===== config.mk =====
export PLATFORM = sky130hd
export DESIGN_NAME = key_debounce_press_length_classifier
export DESIGN_NICKNAME = d
export VERILOG_FILES = /design/src/rtl/kdpl_pkg.sv /design/src/rtl/kdpl_cfg.sv /design/src/rtl/kdpl_key.sv /design/src/rtl/key_debounce_press_length_classifier.sv
export SDC_FILE = /design/constraint.sdc
export NUM_CORES = 1
export LEC_CHECK = 0
export BUFFER_PORTS_ARGS = -buffer_cell sky130_fd_sc_hd__buf_4
export CELL_PAD_IN_SITES_DETAIL_PLACEMENT = 0
export CELL_PAD_IN_SITES_GLOBAL_PLACEMENT = 2
export CORE_ASPECT_RATIO = 1.2
export CORE_MARGIN = 2
export CORE_UTILIZATION = 35
export DETAILED_ROUTE_END_ITERATION = 8
export MAX_ROUTING_LAYER = met4
export PLACE_DENSITY = 0.71
export REMOVE_ABC_BUFFERS = 1
export SLEW_MARGIN = 10
export SYNTH_ARGS = -nofsm -noshare
export SYNTH_HDL_FRONTEND = slang
export SYNTH_SLANG_ARGS = --single-unit

===== constraint.sdc =====
create_clock -name clk -period 3 [get_ports clk]
set_input_delay 0.6 -clock clk [delete_from_list [all_inputs] [get_ports clk]]
set_output_delay 0.6 -clock clk [all_outputs]
set_load 0.02 [all_outputs]

===== src/rtl/kdpl_pkg.sv =====
// ----------------------------------------------------------------------------
// kdpl_pkg
// Shared types and constants for the key debounce and press length classifier.
// ----------------------------------------------------------------------------
package kdpl_pkg;

    localparam int NUM_KEYS_DEF = 3;
    localparam int HOLD_W       = 16;
    localparam int INC_W        = 8;
    localparam int CFG_ADDR_W   = 2;
    localparam int CFG_DATA_W   = 16;

    localparam logic [HOLD_W-1:0] SHORT_THR_RESET = 16'd1000;
    localparam logic [HOLD_W-1:0] LONG_THR_RESET  = 16'd3000;
    localparam logic [INC_W-1:0]  TICK_INC_RESET  = 8'd10;
    localparam logic              POLARITY_RESET  = 1'b0;

    // register indexes on the configuration port
    localparam logic [CFG_ADDR_W-1:0] REG_SHORT_THR = 2'd0;
    localparam logic [CFG_ADDR_W-1:0] REG_LONG_THR  = 2'd1;
    localparam logic [CFG_ADDR_W-1:0] REG_TICK_INC  = 2'd2;
    localparam logic [CFG_ADDR_W-1:0] REG_POLARITY  = 2'd3;

    typedef struct packed {
        logic [HOLD_W-1:0] short_thr;
        logic [HOLD_W-1:0] long_thr;
        logic [INC_W-1:0]  tick_inc;
        logic              polarity;
    } cfg_t;

    typedef enum logic [3:0] {
        PH_IDLE      = 4'b0001,
        PH_PRESS_DEB = 4'b0010,
        PH_PRESSED   = 4'b0100,
        PH_REL_DEB   = 4'b1000
    } phase_t;

endpackage


===== src/rtl/kdpl_cfg.sv =====
// ----------------------------------------------------------------------------
// kdpl_cfg
// Configuration register file: thresholds, tick increment and key polarity.
// ----------------------------------------------------------------------------
module kdpl_cfg (
    input  logic                             clk,
    input  logic                             rst_n,
    input  logic                             cfg_we,
    input  logic [kdpl_pkg::CFG_ADDR_W-1:0]  cfg_addr,
    input  logic [kdpl_pkg::CFG_DATA_W-1:0]  cfg_wdata,
    output kdpl_pkg::cfg_t                   cfg
);
    import kdpl_pkg::*;

    cfg_t cfg_reg;

    always_ff @(posedge clk or negedge rst_n)
    begin
        if (!rst_n)
        begin
            cfg_reg.short_thr <= SHORT_THR_RESET;
            cfg_reg.long_thr  <= LONG_THR_RESET;
            cfg_reg.tick_inc  <= TICK_INC_RESET;
            cfg_reg.polarity  <= POLARITY_RESET;
        end
        else if (cfg_we)
        begin
            case (cfg_addr)
                REG_SHORT_THR: cfg_reg.short_thr <= cfg_wdata[HOLD_W-1:0];
                REG_LONG_THR:  cfg_reg.long_thr  <= cfg_wdata[HOLD_W-1:0];
                REG_TICK_INC:  cfg_reg.tick_inc  <= cfg_wdata[INC_W-1:0];
                REG_POLARITY:  cfg_reg.polarity  <= cfg_wdata[0];
                default:       cfg_reg           <= cfg_reg;
            endcase
        end
    end

    assign cfg = cfg_reg;

endmodule


===== src/rtl/kdpl_key.sv =====
// ----------------------------------------------------------------------------
// kdpl_key
// One key: four-phase debounce machine with a saturating hold timer.
// ----------------------------------------------------------------------------
module kdpl_key (
    input  logic           clk,
    input  logic           rst_n,
    input  logic           step,
    input  logic           level,
    input  kdpl_pkg::cfg_t cfg,
    output logic           short_ev,
    output logic           long_ev,
    output logic           busy
);
    import kdpl_pkg::*;

    phase_t            phase_reg;
    phase_t            phase_next;
    logic [HOLD_W-1:0] hold_reg;
    logic [HOLD_W-1:0] hold_next;
    logic [HOLD_W:0]   hold_sum;
    logic              pressed;

    assign pressed  = (level == cfg.polarity);
    assign hold_sum = {1'b0, hold_reg} + {{(HOLD_W + 1 - INC_W){1'b0}}, cfg.tick_inc};

    always_comb
    begin
        phase_next = phase_reg;
        hold_next  = hold_reg;
        short_ev   = 1'b0;
        long_ev    = 1'b0;
        case (phase_reg)
            PH_IDLE:
            begin
                if (pressed)
                    phase_next = PH_PRESS_DEB;
            end
            PH_PRESS_DEB:
            begin
                if (pressed)
                begin
                    phase_next = PH_PRESSED;
                    hold_next  = '0;
                end
                else
                    phase_next = PH_IDLE;
            end
            PH_PRESSED:
            begin
                if (pressed)
                    hold_next = hold_sum[HOLD_W] ? {HOLD_W{1'b1}} : hold_sum[HOLD_W-1:0];
                else
                    phase_next = PH_REL_DEB;
            end
            PH_REL_DEB:
            begin
                if (pressed)
                    phase_next = PH_PRESSED;
                else
                begin
                    phase_next = PH_IDLE;
                    hold_next  = '0;
                    // long test wins when the thresholds are crossed
                    if (hold_reg >= cfg.long_thr)
                        long_ev = 1'b1;
                    else if (hold_reg >= cfg.short_thr)
                        short_ev = 1'b1;
                end
            end
            default:
            begin
                phase_next = PH_IDLE;
                hold_next  = '0;
            end
        endcase
    end

    assign busy = (phase_next != PH_IDLE);

    always_ff @(posedge clk or negedge rst_n)
    begin
        if (!rst_n)
        begin
            phase_reg <= PH_IDLE;
            hold_reg  <= '0;
        end
        else if (step)
        begin
            phase_reg <= phase_next;
            hold_reg  <= hold_next;
        end
    end

endmodule


===== src/rtl/key_debounce_press_length_classifier.sv =====
// ----------------------------------------------------------------------------
// key_debounce_press_length_classifier
// Per-key debounce with short and long press classification.
// ----------------------------------------------------------------------------
// Each input word is one tick with the sampled level of every key; each tick
// gives exactly one result word with the short and long press events and the
// busy keys. A new word is taken every cycle while m_tready holds; the input
// register and the result register hold each tick, with the per-key state
// machines in between. The input register can still take the next tick while
// a finished result waits on m_tready. Configuration is written through
// cfg_we/cfg_addr/cfg_wdata and should only change while no tick is in flight.
module key_debounce_press_length_classifier #(
    parameter int NUM_KEYS = kdpl_pkg::NUM_KEYS_DEF,
    localparam int IN_W    = ((NUM_KEYS + 7) / 8) * 8,
    localparam int OUT_W   = ((3 * NUM_KEYS + 7) / 8) * 8
) (
    input  logic                             clk,
    input  logic                             rst_n,
    input  logic                             cfg_we,
    input  logic [kdpl_pkg::CFG_ADDR_W-1:0]  cfg_addr,
    input  logic [kdpl_pkg::CFG_DATA_W-1:0]  cfg_wdata,
    input  logic                             s_tvalid,
    output logic                             s_tready,
    input  logic [IN_W-1:0]                  s_tdata,   // key_levels
    output logic                             m_tvalid,
    input  logic                             m_tready,
    output logic [OUT_W-1:0]                 m_tdata    // short_events, long_events, busy_keys
);
    import kdpl_pkg::*;

    cfg_t                  cfg;
    logic                  in_valid_reg;
    logic                  in_valid_next;
    logic [NUM_KEYS-1:0]   levels_reg;
    logic                  out_valid_reg;
    logic                  out_valid_next;
    logic [3*NUM_KEYS-1:0] out_data_reg;
    logic                  advance;
    logic                  s_accept;
    logic [NUM_KEYS-1:0]   short_ev;
    logic [NUM_KEYS-1:0]   long_ev;
    logic [NUM_KEYS-1:0]   busy;

    kdpl_cfg u_cfg (
        .clk       (clk),
        .rst_n     (rst_n),
        .cfg_we    (cfg_we),
        .cfg_addr  (cfg_addr),
        .cfg_wdata (cfg_wdata),
        .cfg       (cfg)
    );

    // tick moves from the input register into the result register
    assign advance  = in_valid_reg && (!out_valid_reg || m_tready);
    assign s_tready = !in_valid_reg || advance;
    assign s_accept = s_tvalid && s_tready;

    for (genvar k = 0; k < NUM_KEYS; k++)
    begin : g_key
        kdpl_key u_key (
            .clk      (clk),
            .rst_n    (rst_n),
            .step     (advance),
            .level    (levels_reg[k]),
            .cfg      (cfg),
            .short_ev (short_ev[k]),
            .long_ev  (long_ev[k]),
            .busy     (busy[k])
        );
    end

    always_comb
    begin
        in_valid_next = in_valid_reg;
        if (s_accept)
            in_valid_next = 1'b1;
        else if (advance)
            in_valid_next = 1'b0;

        out_valid_next = out_valid_reg;
        if (advance)
            out_valid_next = 1'b1;
        else if (m_tready)
            out_valid_next = 1'b0;
    end

    always_ff @(posedge clk or negedge rst_n)
    begin
        if (!rst_n)
        begin
            in_valid_reg  <= 1'b0;
            out_valid_reg <= 1'b0;
        end
        else
        begin
            in_valid_reg  <= in_valid_next;
            out_valid_reg <= out_valid_next;
        end
    end

    always_ff @(posedge clk)
    begin
        if (s_accept)
            levels_reg <= s_tdata[NUM_KEYS-1:0];
        if (advance)
            out_data_reg <= {busy, long_ev, short_ev};
    end

    assign m_tvalid = out_valid_reg;
    assign m_tdata  = OUT_W'(out_data_reg);

endmodule


== Word level (Yosys, flattened, before mapping) ==
Cells that the tools add are included.

* $add $sub $neg: 3
* $mul: 0
* Div/mod/pow operators: 0
* $lt $le $gt $ge: 6
* Equality and inequality tests: 30
* Shift-type cells: 0
* Multiplexer cells: 37
* Bitwise logic cells: 6
* Reductions and logical operators: 25

{| class="wikitable"
|+ Operator list
! kind !! count
|-
| $mux 16 || 12
|-
| $pmux 16 s4 || 3
|-
| $ge 16x16->1 || 6
|-
| $add 16x8->17 || 3
|-
| $pmux 4 s3 || 3
|-
| $mux 4 || 6
|-
| $reduce_and 5->1 || 3
|-
| $eq 4x1->1 const B || 3
|-
| $eq 4x2->1 const B || 3
|-
| $eq 4x3->1 const B || 3
|-
| $eq 4x4->1 const B || 3
|-
| $ne 2x1->1 const B || 6
|-
| $ne 4x1->1 const B || 3
|-
| $reduce_or 2->1 || 6
|-
| $mux 1 || 10
|-
| $mux 3 || 3
|-
| $reduce_or 3->1 || 3
|-
| $reduce_and 2->1 || 4
|-
| $ne 2x2->1 const B || 3
|-
| $not 1->1 || 6
|-
| $eq 2x2->1 const B || 2
|-
| $reduce_bool 2->1 || 2
|-
| $eq 1x1->1 || 3
|-
| $eq 2x1->1 const B || 1
|-
| other kinds (4) || 7
|}

* Register bits: 115
* Bits in latches: 0
* Memory bits (writable): 0
* ROM bits: 0
* Input bits: 31
* Logic and storage cells: 127
* Memories kept: 0

== Depth between registers and ports, before layout ==
* Depth after elaboration: 6
* Depth in mapped cells: 9
* Depth with buffers taken out: 8

== Hierarchy ==
Synthesis repeated with hierarchy kept, for this count alone.

* Cells, all modules: 930
* Area total of the unflattened synthesis: 8,909.8 um^2

{| class="wikitable"
|+ Modules (own cells, without submodules)
! module !! instances !! cells an instance !! area an instance (um^2) !! sequential area each (um^2)
|-
| kdpl_key at g_key[0].u_key || 1 || 274 || 2,307.2 || 501.7
|-
| kdpl_key at g_key[1].u_key || 1 || 270 || 2,267.2 || 501.7
|-
| kdpl_key at g_key[2].u_key || 1 || 270 || 2,243.4 || 501.7
|-
| kdpl_cfg || 1 || 88 || 1,571.5 || 1,044.8
|-
| key_debounce_press_length_classifier || 1 || 28 || 520.5 || 410.4
|}

== Worst setup path before layout ==
No wires, ideal clock.

* Kind: flip-flop to flip-flop
* Start point: register u_cfg.cfg_reg (netlist bit u_cfg.cfg[1])
* End point: register g_key[2].u_key.hold_reg[9]
* Arrival time: 2.233 ns
* Path slack: 0.640 ns
* Stages on the path, launching flop included: 10
* Cell sequence: dfrtp_1 -> ha_1 -> fa_1 -> a211oi_1 -> o21ai_0 -> a21boi_2 -> nor2b_1 -> buf_2 -> o31ai_1 -> a21oi_1

* Cells in the longest elaborated chain, start to end: 4

{| class="wikitable"
|+ Ends and longest elaborated chain
! element !! RTL line !! RTL
|-
| start: declaration || kdpl_cfg.sv:15 || <nowiki>cfg_t cfg_reg;</nowiki>
|-
| start signal: assignment || kdpl_cfg.sv:33 || <nowiki>default: cfg_reg <= cfg_reg;</nowiki>
|-
| $add 16x8->17 || kdpl_key.sv:25 || <nowiki>assign hold_sum = {1'b0, hold_reg} + {{(HOLD_W + 1 - INC_W){1'b0}}, cfg.tick_inc};</nowiki>
|-
| $mux 16 || kdpl_key.sv:52 || <nowiki>hold_next = hold_sum[HOLD_W] ? {HOLD_W{1'b1}} : hold_sum[HOLD_W-1:0];</nowiki>
|-
| $mux 16 || kdpl_key.sv:51 || <nowiki>if (pressed)</nowiki>
|-
| $pmux 16 s4 || kdpl_key.sv:33 || <nowiki>case (phase_reg)</nowiki>
|-
| end signal: assignment || kdpl_key.sv:91 || <nowiki>hold_reg <= hold_next;</nowiki>
|-
| end: declaration || kdpl_key.sv:19 || <nowiki>logic [HOLD_W-1:0] hold_reg;</nowiki>
|}

Every way passes these cells. The select of a mux whose other input is x is not followed.
A chain may end at the register's enable or synchronous reset.

== Worst setup path in the final report ==
* Start point: register u_cfg.cfg_reg (netlist bit u_cfg.cfg[2])
* End point: register g_key[2].u_key.hold_reg[6]

The elaborated chain is that of the path after synthesis.

==> impl_metrics.yaml <==
run_status:
  outcome: "complete, no violations"
clock_tree:
  clock_path_buffers: 2
  clk_latency_ns: 0.43
  cts_tree: "done"
  cts_sinks: 115
  clkSlewWorstSetupHoldPaths_ns: 0.06
  root_buffer: "clkbuf_16"
  cts_max_level: 4
  post_cts_resized: 0
  post_cts_buffers: 0
  ctsHoldBuffers: 0
  cts_made_buffers: 17
yosys:
  synth_commonest_cells: "ha_1, o21ai_0, dfrtp_1"
  synth-seq-cells: 115
  synthesis.area_mm2: 0.00833
  synth_edf_count: 12
  ys_seq_area_share_pct: 35.5
  yosys-top-cells-area: "dfrtp_1, ha_1, dfstp_2"
  synth_top_area_share_pct: 25.5
  synth_cells: 877
  synth.avg_cell_area_um2: 9.50
  synth.most_common_cell: "ha_1"
  async_reset_ff_share_pct: 89.6
  synth-main-ff-cell: "dfrtp_1"
  yosys.area.top_type: "dfrtp_1"
  ys_warn_count: 0
  yosysUniqueCellTypes: 69
grt:
  grt_start_max_net_pins: 45
  grt_pass1_wl_mm: 35.7
  overflow: 0
  grt_pass1_vias: 6434
  grt_usage_pct: 19.1
  grt_antenna_before_repair: 0
worst_setup_path:
  crit_path_start_kind: "register"
  critPathSlowestCell: "dfstp_2"
  crit_path_max_incr_delay_ns: 0.68
  cp_common_cell: "o21ai_0"
  reg2reg_slack_ns: 0.34
  end_kind: "register"
  critical_path_required_ns: 3.34
  cp_max_fo: 11
  path_cells: "fa_1 > a211oi_1 > o21ai_0 > a21boi_2 > nor2b_1 > o21ai_0 > o21ai_0"
  path_class: "reg -> reg"
  arrival_ns: 3.00
floorplanning:
  initial_utilization_pct: 35.8
  io_pins: 49
  fp.coreArea_mm2: 0.0233
  die_h_um: 173
  rows: 61
  die_area_mm2: 0.0251
  die_w_um: 145
final_layout:
  drive_above_1_share_pct: 15.8
  largest_reg_flops: 48
  final_net_count: 1077
  utilization_pct: 41.3
  area_delta_synth_final_pct: 15.3
  num_antenna_cells: 0
  fin_cells: 1251
  n_fill_cell: 2326
place:
  hpwl_mm: 17.1
  routabilityCongestion: 0.798
  portBuffers: 36
  dp_cells: 1219
pwr:
  leakage_nw: 4.41
  power_mw: 6.12
  power_frac_seq_pct: 35.3
  ir_worst_vdd_mv: 0.361
  p_clk_share_pct: 33.2
  combPwrFrac_pct: 31.5
  p_per_area_mw_per_mm2: 637
  switching_power_mw: 2.26
  swShare_pct: 36.9
  internal_power_mw: 3.86
timing:
  setup_violations: 0
  fin_crit_sh_pct: 88.7
  fin_skew_ns: 0.0112
  tns_ns: 0
  slew_viol_final: 0
  rsz0062_at_grt: "false"
  relSlewSlack_pct: 46.4
  worst_slew_pin_slew_ns: 0.793
  finalCriticalPeriod_ns: 2.66
  fmax_mhz: 376
  hold_viol: 0
drt:
  drc_errors: 0
  ant_nets: 0
  firstDrtPassIters: 6
  vias: 6608
  via_per_inst: 5.28
  drt_iter0_markers: 483
  wl_mm: 22.2
  wl_per_cell_um: 17.7
min_path:
  hp-class: "in -> async"
job:
  maxCapViolations: 0
placed cells by master (no fill, tap or decap), types with 12 or more instances in the layout:
cell,count
nor3_1,16
a21oi_1,55
nand2_1,74
a21o_1,21
xor2_1,12
buf_4,53
nand2b_1,20
nand3_1,20
o21ai_0,93
inv_1,44
edfxtp_1,12
dfstp_2,18
mux2_2,26
ha_1,120
nor2_1,40
clkbuf_16,18
dfrtp_1,85
a31oi_1,14
logic make-up after synthesis:
kind of cell    Yosys count  synth area share [%]
buf+inv                  77                  3.98
mux                      28                  3.75
simple gates            230                  13.8
flops                   115                  35.5
xor+xnor                 23                  2.51
compound gates          280                  21.7
fa+ha+maj               123                  18.7
other cells               1                0.0450
final timing paths:
check,startpoint,end,cells past startpoint
max,u_cfg.cfg[2]$_DFFE_PN1P_,g_key[2].u_key.hold_reg[6]$_DFFE_PN0P_,7
min,rst_n,g_key[0].u_key.phase_reg[2]$_DFFE_PN0P_,1
max reg2reg,u_cfg.cfg[2]$_DFFE_PN1P_,g_key[2].u_key.hold_reg[6]$_DFFE_PN0P_,7
min reg2reg,u_cfg.cfg[15]$_DFFE_PN0P_,u_cfg.cfg[15]$_DFFE_PN0P_,1
max in group asynchronous,rst_n,u_cfg.cfg[32]$_DFFE_PN1P_,2
min in group clk,s_tdata[0],levels_reg[0]$_DFFE_PP_,1
critical path, delay by kind of cell, from the launching register on:
family                   cells  cell delay (ns)
AO/OA/AOI/OAI                5             0.97
adder cells (fa/ha/maj)      1             0.28
flip-flops                   1             0.68
AND/OR/NAND/NOR              1             0.63
power groups by stage:
stage	registers [mW]	clock network, mW	logic [mW]
finish	2.16	2.03	1.93
global route	2.21	2.14	2.23
CTS	2.17	2.08	1.95
detailed placement	2.19	0	1.93
global placement	2.20	0	1.93
floorplan	2.10	0	1.36
layer usage:
metal / vias to the layer above / GRT usage (%) / wire, um
met2: 100 / 29.6 / 10600
met1: 3116 / 25.8 / 10700
met3: 26 / 2.71 / 561
met4: 0 / 5.70 / 404
li1: 3366 / - / -
met5: - / - / 0
metrics by stage:
stage	instance area, um2	hold slack (ns)	worst slack, ns
after floorplan	8190	0.304	0.233
after global placement	9020	0.487	0.426
after detailed placement	9020	0.494	0.379
after CTS	9610	0.220	0.350
after global routing	9610	0.223	0.0454
final	9610	0.176	0.340
area by class of cell:
class,count,area [um2],share of cell area [%]
inverter,44,165,1.72
sequential,115,2960,30.8
timing repair buffer,54,418,4.35
multi-input combinational,691,5080,52.9
tap,315,394,4.10
clock buffer,19,464,4.83
clock inverter,13,125,1.30
Power figures use the tool's default switching activity.
